`config.mk`:
```
export PLATFORM = sky130hd
export DESIGN_NAME = cba_mem
export DESIGN_NICKNAME = d
export VERILOG_FILES = /design/src/hw/rtl/contiguous_block_allocator_core_assert.svh /design/src/hw/rtl/cba_pkg.sv /design/src/hw/rtl/cba_mem.sv
export SDC_FILE = /design/constraint.sdc
export NUM_CORES = 2
export LEC_CHECK = 0
export BUFFER_PORTS_ARGS = -buffer_cell sky130_fd_sc_hd__buf_2
export CAP_MARGIN = 10
export CORE_MARGIN = 4
export CORE_UTILIZATION = 40
export DETAILED_ROUTE_END_ITERATION = 12
export SETUP_SLACK_MARGIN = 0.15
export SYNTH_ARGS = -nofsm -noshare
export SYNTH_HDL_FRONTEND = slang
export SYNTH_SLANG_ARGS = --single-unit
```
`constraint.sdc`:
```
create_clock -name clk -period 2.9 [get_ports clk]
set_clock_uncertainty 0.1 [all_clocks]
set_input_delay 0.29 -clock clk [delete_from_list [all_inputs] [get_ports clk]]
set_output_delay 0.29 -clock clk [all_outputs]
set_load 0.005 [all_outputs]
```
`src/hw/rtl/contiguous_block_allocator_core_assert.svh`:
```
`ifndef CONTIGUOUS_BLOCK_ALLOCATOR_CORE_ASSERT_SVH
`define CONTIGUOUS_BLOCK_ALLOCATOR_CORE_ASSERT_SVH
// Clocked assertion, reset low disables.
`define CBA_ASSERT(label, prop, msg) \
  label: assert property (@(posedge clk) disable iff (!rst_n) (prop)) else $error(msg);
// Condition that must never be true at a clock edge.
`define CBA_ASSERT_NEVER(label, cond, msg) \
  `CBA_ASSERT(label, !(cond), msg)
`endif

```
`src/hw/rtl/cba_pkg.sv`:
```
`default_nettype none
package cba_pkg;
  localparam int BLOCK_COUNT = 256;
  localparam int BLOCK_BYTES = 4096;
  localparam int IDX_W = $clog2(BLOCK_COUNT);
  localparam int LNK_W = $clog2(BLOCK_COUNT + 1);
  localparam int SHIFT = $clog2(BLOCK_BYTES);
  localparam logic [LNK_W-1:0] NULL_LINK = LNK_W'(BLOCK_COUNT);
  localparam logic [31:0] BASE_RESET = 32'h9400_0000;
  localparam logic ACT_ALLOC = 1'b0;
  localparam logic ACT_FREE = 1'b1;
endpackage
`default_nettype wire

```
`src/hw/rtl/cba_mem.sv`:
```
`default_nettype none
// Link table memory: one write port, one registered read port.
module cba_mem
  import cba_pkg::*;
(
  input  wire logic             clk,
  input  wire logic             we,
  input  wire logic [IDX_W-1:0] waddr,
  input  wire logic [LNK_W-1:0] wdata,
  input  wire logic [IDX_W-1:0] raddr,
  output logic      [LNK_W-1:0] rdata
);
  logic [LNK_W-1:0] mem [BLOCK_COUNT];
  always_ff @(posedge clk) begin
    if (we) mem[waddr] <= wdata;
    rdata <= mem[raddr];
  end
endmodule
`default_nettype wire

```
==> key figures <==
Setup path
  • Crit Reg-Reg Endpoint: rdata[4]
  • CP delay by family, top: simple AND/OR/NAND/NOR gates
  • Crit path capture type: flop
  • Crit path DAT: 3330 ps
  • Reg-to-Reg Start: mem[59][4]
  • Slowest stage delay, CP: roughly 1100 ps
  • Worst Setup EP: rdata[4]
  • Worst Reg-to-Reg Cells: 5
  • Startpoint Class: flop
  • Critical path class: flop to flop
  • Worst Path Required: 3520 ps
  • Worst Path Buf+Inv: 0
  • Critical path's slowest cell: nor4_1
  • Critical path peak fanout: 1
  • Critical path startpoint: mem[59][4]
  • Crit-path most repeated cell: nor4_1
  • Reg2reg setup slack: 190 ps
  • Critical Path Stages: 5
  • Worst-path cell chain: mux4_2 > a22oi_1 > a31oi_1 > nor4_1 > nor4_1

CTS
  • CTS tree: built
  • Skew-Pair Late Insertion Delay: 890 ps
  • CTS sink cnt: roughly 2300
  • Root Buffer: clkbuf_16
  • Post-CTS Setup Repair Bufs: 0
  • H-tree levels: 4
  • Clock slew seen by the registers of the worst setup and hold paths: 60 ps
  • Bufs on Longest Clock Path: 3
  • Num CTS Buffers: 230

Pwr
  • P_leak: 33.8 nW
  • Clock power frac: 0.417
  • Combinational power share: 0.055
  • Psw: 15.0 mW
  • Pwr Density: 663 nW/um2
  • Sw Ratio: 0.215
  • Seq pwr share: 0.529
  • Internal: between 50 and 60 mW
  • Maximum VDD drop: 0.504 mV

Synthesis
  • Synth Area in XOR/XNOR: 0
  • Netlist cell types: 57
  • Post-Syn Nets: about 4300
  • Post-synthesis simple-gate area fraction: 0.0250
  • Mapped cell area: approximately 89000 um2
  • Post-synthesis sequential area ratio: 0.777
  • Synth warnings: 0
  • Post-synth ARST share: 0
  • Yosys reg bits: 2313
  • Adder-cell area share of the yosys netlist: 0
  • Mapped Avg Cell Area: 21.1 um2
  • Prevailing post-synth register cell: edfxtp_1
  • Mux contribution to synthesized area: 0.143
  • Main combinational cell family by area after synthesis: multiplexers
  • Mapped Cells: between 4000 and 5000
  • Number of synthesized flops with an enable pin: 2304
  • Compound-cell area share of the yosys netlist: 0.0375

Place
  • Dpl ws: -755 ps
  • IO Port Bufs: 35
  • Post-DP HPWL: 151 mm
  • GPL Wtd Cong: about 0.84

Floorplan
  • Die H: 480 um
  • DIE WIDTH: 480 um
  • Initial Utilization: 0.402
  • Die ar.: 231000 um2
  • I/O pin total: 36
  • Site row count: between 150 and 200
  • Core area: 222000 um2

Detailed routing
  • Drt first pass iters: 6
  • Routed wire length: roughly 230 mm
  • Residual DRC: 0
  • Vias per cell: roughly 5.7
  • DRT antenna net count: 0
  • Total number of vias: 45900
  • Routed WL per cell: 28.9 um
  • Initial DRC Count: 5348

Global routing
  • First-pass GRT wire length: approximately 340 mm
  • Initial antenna violation count: 14
  • GRT Overall Usage: 0.202
  • Largest net degree at the start of global routing: 106
  • Total grt overflow: 0
  • Vias in the first global route: 46400

Run status
  • Outcome: completed

STA
  • RSZ-0062 raised after global routing: false
  • Setup Viol. Count Final: 0
  • Relative slew slack: 0.196
  • Min cycle time layout: between 2000 and 3000 ps
  • FMAX: between 0.3 and 0.4 GHz
  • Hold Violations, Final: 0
  • Final Cycle Share: 0.935
  • Setup WS post-layout: 189 ps
  • Pins Over Slew Limit: 0
  • Worst Max-Slew Pin Slew: roughly 1200 ps

Final layout
  • Layout area overhead: 18.0%
  • Nets@finish: 4940
  • Share of cells above drive strength 1: 0.297
  • Utilization after layout: 0.474
  • Fill cells: 18200

Flow run
  • Max_cap viols: 0

Min path
  • Worst hold path class: primary input to flop
## flip-flops by register name (all words and copies together), names as in the netlist
name and flops:
mem 2304, rdata 9
## how the worst min path moves through the flow
stage / from / to / slack (ps) / cells past startpoint
after floorplan: wdata[0] / mem[0][0] / 290 / 0
final: waddr[0] / mem[155][2] / 90 / 4
after global routing: waddr[0] / mem[155][7] / 60 / 4
after detailed placement: wdata[1] / mem[130][1] / 600 / 1
after global placement: wdata[1] / mem[130][1] / 600 / 1
after CTS: waddr[0] / mem[155][2] / 1 / 4
## power by group through the flow
stage               clock, mW  combinational, mW  sequential (mW)
floorplan                   0               1.75             37.6
finish                   29.1               3.81             36.9
detailed placement          0               3.81             37.6
global route             31.1               4.01             36.9
CTS                      29.6               3.83             36.9
global placement            0               3.77             37.6
## layer usage
| metal | wire length, um | global-route usage | up-vias |
|---|---|---|---|
| met4 | 7140 | 0.0627 | 2 |
| li1 | - | - | 19200 |
| met5 | 13 | 0 | - |
| met3 | 18400 | 0.0382 | 377 |
| met1 | 96500 | 0.285 | 24400 |
| met2 | 112000 | 0.321 | 1932 |
## worst register-to-register path: cells and delay by family, from the launching register on
kind,cells,cell delay (ps)
and+or+nand+nor,2,1180
AOI/OAI and AO/OA,2,430
DFF,1,360
muxes,1,470
## cell families (layout without fill, tap and decap cells)
group                  count (synthesis)  count (layout)
DFF                                 2313            2313
AOI/OAI and AO/OA                    489             489
and+or+nand+nor                      500             500
other                                  0              10
muxes                                674             674
buffers and inverters                261            1121
## synth_stat cells, types with 35 or more instances
library cell,n,share of area
nor2_1,305,0.013
a21oi_1,98,0.0055
mux4_2,467,0.12
clkbuf_1,120,0.0050
buf_2,54,0.0030
a22oi_1,174,0.015
mux2i_1,177,0.020
o221ai_1,35,0.0034
edfxtp_1,2304,0.77
o22ai_1,65,0.0046
nand2_1,40,0.0017
## layout by cell type, fill, tap and decap left out, types with 49 or more instances in the layout
cell	netlist	final
clkinv_1	1	52
nor2_1	305	303
buf_12	5	81
mux2i_1	177	177
a21oi_1	98	98
clkbuf_1	120	49
buf_4	28	576
clkbuf_16	0	230
a22oi_1	174	174
edfxtp_1	2304	2304
o22ai_1	65	65
mux4_2	467	467
## what timing repair did
item                                    4_1_cts  5_1_grt
endpoints found under the setup margin        4        1
gates resized for setup                       4        1
endpoints found under the hold margin       852        0
gates cloned                                  0        0
hold buffers                                 11        0
## area by class of cell
class	instances	area, um2	area share
diodes	10	25.0	0.000238
clock buffers	283	5990	0.0569
clock inverters	133	1450	0.0137
inverters	2	7.51	0.0000713
multi-input cells	1663	18400	0.175
flip-flops and latches	2313	69400	0.659
well taps	2975	3720	0.0353
repair buffers	703	6340	0.0602
## through the flow
stage                     area, um2  power, mW  TNS (ps)  hold slack [ps]  instances
final                        105000       69.8         0             85.1       8082
after global routing         105000       72.0         0             57.5       8076
after CTS                    105000       70.4         0            0.966       8072
after detailed placement      97700       41.4     -4770              600       7645
after global placement        97700       41.4     -5070              596       7644
after floorplan               89300       39.3         0              289       4237
Power figures use the tool's default switching activity.
